===== config.mk =====
export PLATFORM = sky130hd
export DESIGN_NAME = distance_vector_route_update_top
export DESIGN_NICKNAME = d
export VERILOG_FILES = /design/src/dvr_pkg.sv /design/src/distance_vector_route_update_top.sv /design/src/dvr_cost_mem.sv /design/src/dvr_engine.sv
export SDC_FILE = /design/constraint.sdc
export NUM_CORES = 1
export LEC_CHECK = 0
export BUFFER_PORTS_ARGS = -buffer_cell sky130_fd_sc_hd__buf_2
export CAP_MARGIN = 20
export CORE_ASPECT_RATIO = 1.1
export CORE_MARGIN = 4
export CORE_UTILIZATION = 55
export DETAILED_ROUTE_END_ITERATION = 6
export PLACE_DENSITY_LB_ADDON = 0.15
export SYNTH_ARGS = -nofsm -noshare
export SYNTH_HDL_FRONTEND = slang
export SYNTH_HIERARCHICAL = 1
export SYNTH_SLANG_ARGS = --single-unit

===== constraint.sdc =====
create_clock -name clk -period 7.5 [get_ports clk]
set_input_delay 1.875 -clock clk [delete_from_list [all_inputs] [get_ports clk]]
set_output_delay 1.875 -clock clk [all_outputs]
set_load 0.02 [all_outputs]

===== src/dvr_pkg.sv =====
// Package for the distance-vector route update block.
// Holds sizes, cost constants, codes, shared structs and the saturating cost helper.
// No dependencies.
package dvr_pkg;

	localparam int NODES  = 8;
	localparam int IDX_W  = 3;
	localparam int CNT_W  = 4;
	localparam int COST_W = 7;
	localparam int ADDR_W = 2 * IDX_W;

	localparam logic [COST_W-1:0] INF_COST = 7'd99;

	// Input command codes.
	typedef enum logic [1:0] {
		MODE_SET_LINK  = 2'd0,
		MODE_DISABLE   = 2'd1,
		MODE_STORE     = 2'd2,
		MODE_RECOMPUTE = 2'd3
	} mode_t;

	// Configuration register indexes.
	localparam logic [1:0] CFG_NODE_ID    = 2'd0;
	localparam logic [1:0] CFG_NODE_COUNT = 2'd1;
	localparam logic [1:0] CFG_NEIGH_MASK = 2'd2;

	// Engine sequencer states.
	typedef enum logic [2:0] {
		ST_IDLE,
		ST_DEST,
		ST_SWEEP,
		ST_WAIT,
		ST_FINAL
	} state_t;

	typedef struct packed {
		logic [IDX_W-1:0] node_id;
		logic [CNT_W-1:0] node_count;
		logic [NODES-1:0] neighbor_mask;
	} cfg_t;

	typedef struct packed {
		logic [IDX_W-1:0]  dest;
		logic [COST_W-1:0] cost;
		logic [IDX_W-1:0]  via;
		logic              entry_changed;
		logic              vector_changed;
		logic              last;
		logic              status;
	} result_t;

	// Clamp a cost sum at the infinite cost.
	function automatic logic [COST_W-1:0] sat_cost(input logic [COST_W:0] v);
		if (v >= {1'b0, INF_COST}) begin
			return INF_COST;
		end
		return v[COST_W-1:0];
	endfunction

endpackage


===== src/distance_vector_route_update_top.sv =====
// Distance-vector route update block, top level.
// Input and result channels use valid/stall; every transfer happens at a rising
// edge with valid high and stall low. Configuration uses a plain write port.
//
// Set link, disable link and store entry commands each produce one
// acknowledgement result, ready in the cycle after the input transfer; status
// flags a disable of a node that is not a live neighbor.
// A recompute produces one result per destination other than this node, the
// final one marked last and carrying the vector change flag. Each destination
// passes through a set-up step, eight reads of the single cost table read port
// (one per table row), a step for the last read to return and a step that
// writes back and loads the result; the sequencer handles one command at a time.
// Results sit in an output register. A stalled result holds, and the engine
// waits in its final step until the register frees up. New input is taken
// only when the engine is idle and the output register can accept a result.
// Reset clears all state at once: link costs and the cost table go to
// infinity with zero at node 0, every neighbor is alive and the first
// recompute reports a vector change. No clearing pass is needed.
// Depends on dvr_pkg and dvr_engine.
module distance_vector_route_update_top
	import dvr_pkg::*;
(
	input  logic              clk,
	input  logic              arst_n,
	input  logic              cfg_we,
	input  logic [1:0]        cfg_index,
	input  logic [NODES-1:0]  cfg_data,
	input  logic              in_valid,
	output logic              in_stall,
	input  logic [1:0]        mode,
	input  logic [IDX_W-1:0]  peer,
	input  logic [IDX_W-1:0]  dest,
	input  logic [COST_W-1:0] cost,
	output logic              out_valid,
	input  logic              out_stall,
	output logic [IDX_W-1:0]  route_dest,
	output logic [COST_W-1:0] route_cost,
	output logic [IDX_W-1:0]  route_via,
	output logic              entry_changed,
	output logic              vector_changed,
	output logic              last,
	output logic              status
);

	cfg_t    cfg_q;
	result_t out_q;
	logic    out_valid_q;
	logic    out_free;
	logic    res_load;
	result_t res;

	// Configuration registers.
	always_ff @(posedge clk or negedge arst_n) begin
		if (!arst_n) begin
			cfg_q.node_id       <= '0;
			cfg_q.node_count    <= CNT_W'(NODES);
			cfg_q.neighbor_mask <= '0;
		end else if (cfg_we) begin
			unique case (cfg_index)
				CFG_NODE_ID:    cfg_q.node_id       <= cfg_data[IDX_W-1:0];
				CFG_NODE_COUNT: cfg_q.node_count    <= cfg_data[CNT_W-1:0];
				CFG_NEIGH_MASK: cfg_q.neighbor_mask <= cfg_data;
				default: begin
				end
			endcase
		end
	end

	dvr_engine u_engine (
		.clk      (clk),
		.arst_n   (arst_n),
		.cfg      (cfg_q),
		.in_valid (in_valid),
		.in_stall (in_stall),
		.mode     (mode),
		.peer     (peer),
		.dest     (dest),
		.cost     (cost),
		.out_free (out_free),
		.res_load (res_load),
		.res      (res)
	);

	// Output register: free when empty or when its result transfers this cycle.
	assign out_free = !out_valid_q || !out_stall;

	always_ff @(posedge clk or negedge arst_n) begin
		if (!arst_n) begin
			out_valid_q <= 1'b0;
		end else if (res_load) begin
			out_valid_q <= 1'b1;
		end else if (!out_stall) begin
			out_valid_q <= 1'b0;
		end
	end

	always_ff @(posedge clk) begin
		if (res_load) begin
			out_q <= res;
		end
	end

	assign out_valid      = out_valid_q;
	assign route_dest     = out_q.dest;
	assign route_cost     = out_q.cost;
	assign route_via      = out_q.via;
	assign entry_changed  = out_q.entry_changed;
	assign vector_changed = out_q.vector_changed;
	assign last           = out_q.last;
	assign status         = out_q.status;

endmodule


===== src/dvr_cost_mem.sv =====
// Cost table memory: one write port, one registered read port.
// Per-entry valid bits make unwritten entries read as their reset cost.
// Depends on dvr_pkg.
module dvr_cost_mem
	import dvr_pkg::*;
(
	input  logic              clk,
	input  logic              arst_n,
	input  logic              wr_en,
	input  logic [ADDR_W-1:0] wr_addr,
	input  logic [COST_W-1:0] wr_data,
	input  logic              rd_en,
	input  logic [ADDR_W-1:0] rd_addr,
	output logic [COST_W-1:0] rd_data
);

	localparam int DEPTH = NODES * NODES;

	logic [COST_W-1:0] mem [DEPTH];
	logic [DEPTH-1:0]  valid_q;
	logic [COST_W-1:0] data_s1;
	logic              vld_s1;
	logic              zero_s1;

	// Storage array and registered read data.
	always_ff @(posedge clk) begin
		if (wr_en) begin
			mem[wr_addr] <= wr_data;
		end
		if (rd_en) begin
			data_s1 <= mem[rd_addr];
			zero_s1 <= (rd_addr == '0);
		end
	end

	// Valid bits clear at reset; the read side samples them with the data.
	always_ff @(posedge clk or negedge arst_n) begin
		if (!arst_n) begin
			valid_q <= '0;
			vld_s1  <= 1'b0;
		end else begin
			if (wr_en) begin
				valid_q[wr_addr] <= 1'b1;
			end
			if (rd_en) begin
				vld_s1 <= valid_q[rd_addr];
			end
		end
	end

	// The entry of the reset-time own node reads zero, every other one infinity.
	assign rd_data = vld_s1 ? data_s1 : (zero_s1 ? '0 : INF_COST);

endmodule


===== src/dvr_engine.sv =====
// Route update engine: command decode, link state and the recompute sequencer.
// Reads the cost table column by column, keeps the running minimum and writes back.
// Depends on dvr_pkg and dvr_cost_mem.
module dvr_engine
	import dvr_pkg::*;
(
	input  logic              clk,
	input  logic              arst_n,
	input  cfg_t              cfg,
	input  logic              in_valid,
	output logic              in_stall,
	input  logic [1:0]        mode,
	input  logic [IDX_W-1:0]  peer,
	input  logic [IDX_W-1:0]  dest,
	input  logic [COST_W-1:0] cost,
	input  logic              out_free,
	output logic              res_load,
	output result_t           res
);

	state_t state_q, state_d;

	logic [COST_W-1:0] link_cost_q [NODES];
	logic [IDX_W-1:0]  next_hop_q [NODES];
	logic [NODES-1:0]  alive_q;
	logic              dirty_q;

	logic [IDX_W-1:0]  jn_q;
	logic [IDX_W-1:0]  r_q;
	logic [COST_W-1:0] best_q;
	logic [IDX_W-1:0]  via_q;
	logic              found_q;
	logic [COST_W-1:0] old_q;
	logic              any_q;

	logic              rd_vld_s1;
	logic [IDX_W-1:0]  rd_r_s1;

	logic              mem_wr_en;
	logic [ADDR_W-1:0] mem_wr_addr;
	logic [COST_W-1:0] mem_wr_data;
	logic              mem_rd_en;
	logic [COST_W-1:0] mem_rd_data;

	logic              accept;
	mode_t             cmd;
	logic [COST_W-1:0] cost_sat;
	logic              disable_ok;
	logic [IDX_W-1:0]  self;
	logic [CNT_W-1:0]  cnt;
	logic [CNT_W-1:0]  last_j;
	logic              has_dest;
	logic              is_last;
	logic              changed;
	logic              upd;
	logic [COST_W:0]   cand_sum;
	logic [COST_W-1:0] cand;

	dvr_cost_mem u_mem (
		.clk     (clk),
		.arst_n  (arst_n),
		.wr_en   (mem_wr_en),
		.wr_addr (mem_wr_addr),
		.wr_data (mem_wr_data),
		.rd_en   (mem_rd_en),
		.rd_addr ({r_q, jn_q}),
		.rd_data (mem_rd_data)
	);

	// Command decode and recompute bounds.
	assign in_stall   = !((state_q == ST_IDLE) && out_free);
	assign accept     = in_valid && !in_stall;
	assign cmd        = mode_t'(mode);
	assign cost_sat   = sat_cost({1'b0, cost});
	assign disable_ok = alive_q[peer] && cfg.neighbor_mask[peer];
	assign self       = cfg.node_id;
	assign cnt        = (cfg.node_count > CNT_W'(NODES)) ? CNT_W'(NODES) : cfg.node_count;
	assign last_j     = ((cnt - 1'b1) != {1'b0, self}) ? cnt - 1'b1 : cnt - CNT_W'(2);
	assign has_dest   = (cnt >= CNT_W'(2)) || ((cnt == CNT_W'(1)) && (self != '0));
	assign is_last    = ({1'b0, jn_q} == last_j);
	assign changed    = (old_q != best_q);
	assign upd        = changed || dirty_q;

	// Candidate cost of the row that returns from the memory this cycle.
	assign cand_sum = {1'b0, link_cost_q[rd_r_s1]} + {1'b0, mem_rd_data};
	assign cand     = sat_cost(cand_sum);

	// Sequencer state register.
	always_ff @(posedge clk or negedge arst_n) begin
		if (!arst_n) begin
			state_q <= ST_IDLE;
		end else begin
			state_q <= state_d;
		end
	end

	// Next state, memory access and result loading. Reads happen only in the
	// sweep and writes only in idle or final, so an entry is never read and
	// written in the same cycle.
	always_comb begin
		state_d     = state_q;
		mem_rd_en   = 1'b0;
		mem_wr_en   = 1'b0;
		mem_wr_addr = {peer, dest};
		mem_wr_data = cost_sat;
		res_load    = 1'b0;
		res         = '0;
		unique case (state_q)
			ST_IDLE: begin
				if (accept) begin
					if (cmd == MODE_RECOMPUTE) begin
						if (has_dest) begin
							state_d = ST_DEST;
						end
					end else begin
						res_load   = 1'b1;
						res.last   = 1'b1;
						res.status = (cmd == MODE_DISABLE) && !disable_ok;
						mem_wr_en  = (cmd == MODE_STORE);
					end
				end
			end
			ST_DEST: begin
				if (jn_q != self) begin
					state_d = ST_SWEEP;
				end
			end
			ST_SWEEP: begin
				mem_rd_en = 1'b1;
				if (r_q == IDX_W'(NODES - 1)) begin
					state_d = ST_WAIT;
				end
			end
			ST_WAIT: begin
				state_d = ST_FINAL;
			end
			ST_FINAL: begin
				if (out_free) begin
					res_load           = 1'b1;
					res.dest           = jn_q;
					res.cost           = best_q;
					res.via            = upd ? via_q : next_hop_q[jn_q];
					res.entry_changed  = changed;
					res.vector_changed = is_last && (any_q || changed || dirty_q);
					res.last           = is_last;
					mem_wr_en          = upd;
					mem_wr_addr        = {self, jn_q};
					mem_wr_data        = best_q;
					state_d            = is_last ? ST_IDLE : ST_DEST;
				end
			end
		endcase
	end

	// Link costs, next hops, neighbor liveness and the link change flag.
	always_ff @(posedge clk or negedge arst_n) begin
		if (!arst_n) begin
			for (int i = 0; i < NODES; i++) begin
				link_cost_q[i] <= (i == 0) ? '0 : INF_COST;
				next_hop_q[i]  <= '0;
			end
			alive_q   <= '1;
			dirty_q   <= 1'b1;
			rd_vld_s1 <= 1'b0;
		end else begin
			rd_vld_s1 <= mem_rd_en;
			if (state_q == ST_IDLE && accept) begin
				if (cmd == MODE_SET_LINK) begin
					link_cost_q[peer] <= cost_sat;
					dirty_q           <= 1'b1;
				end else if (cmd == MODE_DISABLE && disable_ok) begin
					link_cost_q[peer] <= INF_COST;
					alive_q[peer]     <= 1'b0;
					dirty_q           <= 1'b1;
				end
			end
			if (state_q == ST_FINAL && out_free) begin
				if (upd) begin
					next_hop_q[jn_q] <= via_q;
				end
				if (is_last) begin
					dirty_q <= 1'b0;
				end
			end
		end
	end

	// Walk counters and the running minimum over candidate next hops.
	always_ff @(posedge clk) begin
		rd_r_s1 <= r_q;
		unique case (state_q)
			ST_IDLE: begin
				jn_q  <= '0;
				any_q <= 1'b0;
			end
			ST_DEST: begin
				if (jn_q == self) begin
					jn_q <= jn_q + 1'b1;
				end else begin
					r_q     <= '0;
					best_q  <= INF_COST;
					via_q   <= '0;
					found_q <= 1'b0;
				end
			end
			ST_SWEEP: begin
				r_q <= r_q + 1'b1;
			end
			ST_WAIT: begin
			end
			ST_FINAL: begin
				if (out_free) begin
					any_q <= any_q || changed;
					jn_q  <= jn_q + 1'b1;
				end
			end
		endcase
		// The own row gives the previous best cost; other rows in use are candidates.
		if (rd_vld_s1) begin
			if (rd_r_s1 == self) begin
				old_q <= mem_rd_data;
			end else if (({1'b0, rd_r_s1} < cnt) && (!found_q || cand < best_q)) begin
				best_q  <= cand;
				via_q   <= rd_r_s1;
				found_q <= 1'b1;
			end
		end
	end

	a_no_rw_overlap: assert property (@(posedge clk) disable iff (!arst_n)
		!(mem_wr_en && mem_rd_en))
		else $error("cost table read and write in the same cycle");

	a_load_needs_room: assert property (@(posedge clk) disable iff (!arst_n)
		res_load |-> out_free)
		else $error("result loaded while the output register is occupied");

	a_last_ends_walk: assert property (@(posedge clk) disable iff (!arst_n)
		(res_load && res.last) |=> (state_q == ST_IDLE))
		else $error("sequencer did not return to idle after the last result");

	a_read_from_sweep: assert property (@(posedge clk) disable iff (!arst_n)
		rd_vld_s1 |-> ($past(state_q) == ST_SWEEP))
		else $error("read data returned without a sweep read");

endmodule

==> flow_summary.json <==
{
  "post_cts_buffers": 0,
  "max_stage_delay_ns": 0.92,
  "final_area_mm2": 0.03164,
  "end_kind": "flop",
  "grt_max_degree": 114,
  "port_buffers": 48,
  "postRouteAntennaNets": 0,
  "slew_viol_final": 0,
  "core_mm2": 0.05127,
  "cts_tree": "done",
  "cts.sinks": 675,
  "fin_crit_ns": 5.547,
  "maxCapViolCount": 0,
  "fmax_ghz": 0.1803,
  "p_per_area_mw_per_mm2": 378.1,
  "place_area_mm2": 0.02940,
  "ys_warn_count": 6,
  "tns_ns": 0,
  "cp-startpoint": "u_engine/rd_r_s1[1]",
  "synth-seq-cells": 675,
  "critPathLaunchType": "flop",
  "cts_buffers": 69,
  "grt_pass1_vias": 16010,
  "r2r_start": "u_engine/rd_r_s1[1]",
  "synth_area_leaders": "edfxtp_1 51%, dfrtp_1 12%, mux4_2 8.2%",
  "worst_slack_ns": 1.953,
  "pre_cts_ws_ns": 1.694,
  "p_total_uw": 11960,
  "rsz0062_at_grt": "false",
  "yosys_most_used_dff": "edfxtp_1",
  "start_util_pct": 55.67,
  "synth_top_area_cell": "edfxtp_1",
  "place_congestion": 0.8787,
  "hold_violations": 0,
  "hpwl_um": 40870,
  "clk_latency_ns": 0.60,
  "htree_levels": 3,
  "antennaDiodeCount": 0,
  "grt_usage_pct": 23.95,
  "async_flop_share_pct": 25.78,
  "synth_most_common_cell": "edfxtp_1",
  "first_pass_iters": 5,
  "die_height_um": 246.9,
  "syn_area_mm2": 0.02854,
  "ys_types": 87,
  "routedWlPerCell_um": 26.28,
  "status": "completed",
  "avgSynthCellArea_um2": 16.67,
  "antenna_found_initial": 0,
  "synth_cells": 1712,
  "viasPerCell": 6.284,
  "drive_above_1_share_pct": 26.67,
  "crit_path_max_fanout": 17,
  "cp_data_required_time_ns": 7.99,
  "hold_path_class": "reg2reg",
  "final.period_utilization_pct": 73.96,
  "root_buffer": "clkbuf_16",
  "irDropWorstVdd_mv": 0.4982,
  "worstPathCellList": "mux4_2, mux2_2, ha_1, fa_1, a21oi_1, o21a_1, o21ai_0, o2111a_1, or2_2, nor3_1, ha_1, a21oi_1, o21ai_0, a2111oi_4, o21ai_2, o21ai_4, nor2b_2, a22o_1",
  "worstHoldStart": "u_engine/u_mem/valid_q[25]",
  "overflow": 0,
  "die-area_mm2": 0.05561,
  "setup_violations": 0,
  "syn2layout_area_growth_pct": 10.87,
  "clockBufferDepth": 3,
  "cp_slowest_cell": "dfxtp_1",
  "cts_hold_buf": 0,
  "layout.nets": 1820,
  "synth.top_cells.by_count": "487 x edfxtp_1, 136 x dfrtp_1, 118 x nor2_1, 104 x mux4_2, 72 x mux2i_1",
  "grt_first_pass_wirelength_um": 100300,
  "worst_slew_pin_slew_ns": 1.197,
  "worstPathArrival_ns": 6.04,
  "critPathKind": "reg2reg",
  "pin_count": 49,
  "drc": 0,
  "vias": 15640,
  "routed_wl_um": 65410,
  "drtIter0Drc": 1649,
  "rows": 87,
  "p_leak_uw": 0.01147,
  "synth_edf_count": 487,
  "post_cts_resized": 0,
  "synth_top_area_share_pct": 51.24,
  "clk_pin_slew_ns": 0.06,
  "syn_nets": 1766,
  "maxSlewHeadroom_pct": 19.98,
  "ys_seq_area_share_pct": 67.64,
  "skew_ns": 0.01428,
  "fp.dieW_um": 225.2
}
-- final cells by class --
class | count | area, µm²
clock buffer | 94 | 1904
multi-input combinational | 915 | 8677
timing repair buffer | 73 | 456.7
sequential | 675 | 19310
fill | 3729 | 19630
inverter | 32 | 121.4
tap | 667 | 834.6
clock inverter | 33 | 342.8
-- sequential cells by signal, indices dropped and copies added (netlist names), 3 cells and up --
name                    count
cfg_q                      15
route_cost                  7
route_dest                  3
route_via                   3
u_engine/alive_q            8
u_engine/best_q             7
u_engine/jn_q               3
u_engine/link_cost_q       56
u_engine/next_hop_q        24
u_engine/old_q              7
u_engine/r_q                3
u_engine/rd_r_s1            3
u_engine/state_q            3
u_engine/u_mem/data_s1      7
u_engine/u_mem/mem        448
u_engine/u_mem/valid_q     64
u_engine/via_q              3
-- per-stage QoR --
stage | hold WS, ns | util [%] | cells
CTS | 0.4660 | 61.72 | 2489
detailed placement | 0.4478 | 57.33 | 2362
global route | 0.4747 | 61.72 | 2489
global placement | 0.4362 | 57.31 | 2360
finish | 0.4647 | 61.72 | 2489
floorplan | 0.3721 | - | 1712
-- routing by layer --
| metal | GRT usage, % | up-vias | wire length [µm] |
|---|---|---|---|
| met2 | 39.13 | 598 | 32040 |
| met3 | 4.013 | 96 | 4601 |
| met5 | 0 | - | 0 |
| met4 | 7.559 | 0 | 1677 |
| met1 | 33.54 | 8108 | 27100 |
| li1 | - | 6838 | - |
-- path summary, 6_finish.rpt --
path,to,slack (ns),cells after the start
max,u_engine/best_q[2],1.95,18
min,u_engine/u_mem/valid_q[25],0.46,1
max reg2reg,u_engine/best_q[2],1.95,18
min reg2reg,u_engine/u_mem/valid_q[25],0.46,1
max in group asynchronous,u_engine/u_mem/valid_q[38],4.88,2
min in group asynchronous,cfg_q[7],1.33,1
-- report_power, final --
group	switching (µW)	leakage [µW]	internal, µW
logic	2130	0.00363	1600
clock network	1400	0.00109	2000
registers	313	0.00675	4530
total	3840	0.0115	8130
-- cell families (layout without fill, tap and decap cells) --
kind of cell             after synthesis  after routing  share of synthesized area [%]
AO/OA/AOI/OAI                        236            236                          6.418
flip-flops                           675            675                          67.64
AND/OR/NAND/NOR                      369            369                          6.677
buffers and inverters                122            232                          2.117
multiplexers                         265            265                          15.35
adder cells (fa/ha/maj)               24             24                          1.078
XOR/XNOR                              21             21                         0.7190
-- cells in the final DEF, fill, tap and decap left out, types with 12 or more instances in the layout --
cell,netlist,final
dfrtp_1,136,136
o22ai_1,14,14
nor2b_1,13,13
a21o_1,17,12
clkinv_1,2,12
mux2i_1,72,72
clkbuf_1,37,20
o2bb2ai_1,26,26
ha_1,23,23
dfxtp_1,14,14
clkbuf_16,0,72
or2_2,69,69
o221ai_1,16,16
a2bb2oi_1,35,33
dfstp_2,38,38
nand2_1,66,66
nor2_1,118,118
inv_1,28,28
edfxtp_1,487,487
nand3_1,15,15
buf_2,26,48
mux4_2,104,104
a21oi_1,35,35
mux4_1,21,21
xnor2_1,12,12
buf_4,11,22
mux2_2,67,67
-- critical path: cells and delay by family, from the launching register on --
family | cells | cell delay, ns
compound gates | 10 | 2.17
flops | 1 | 0.92
simple gates | 3 | 0.68
mux | 2 | 0.71
fa+ha+maj | 3 | 0.94
Note: power is estimated with default switching activity, not from simulation.
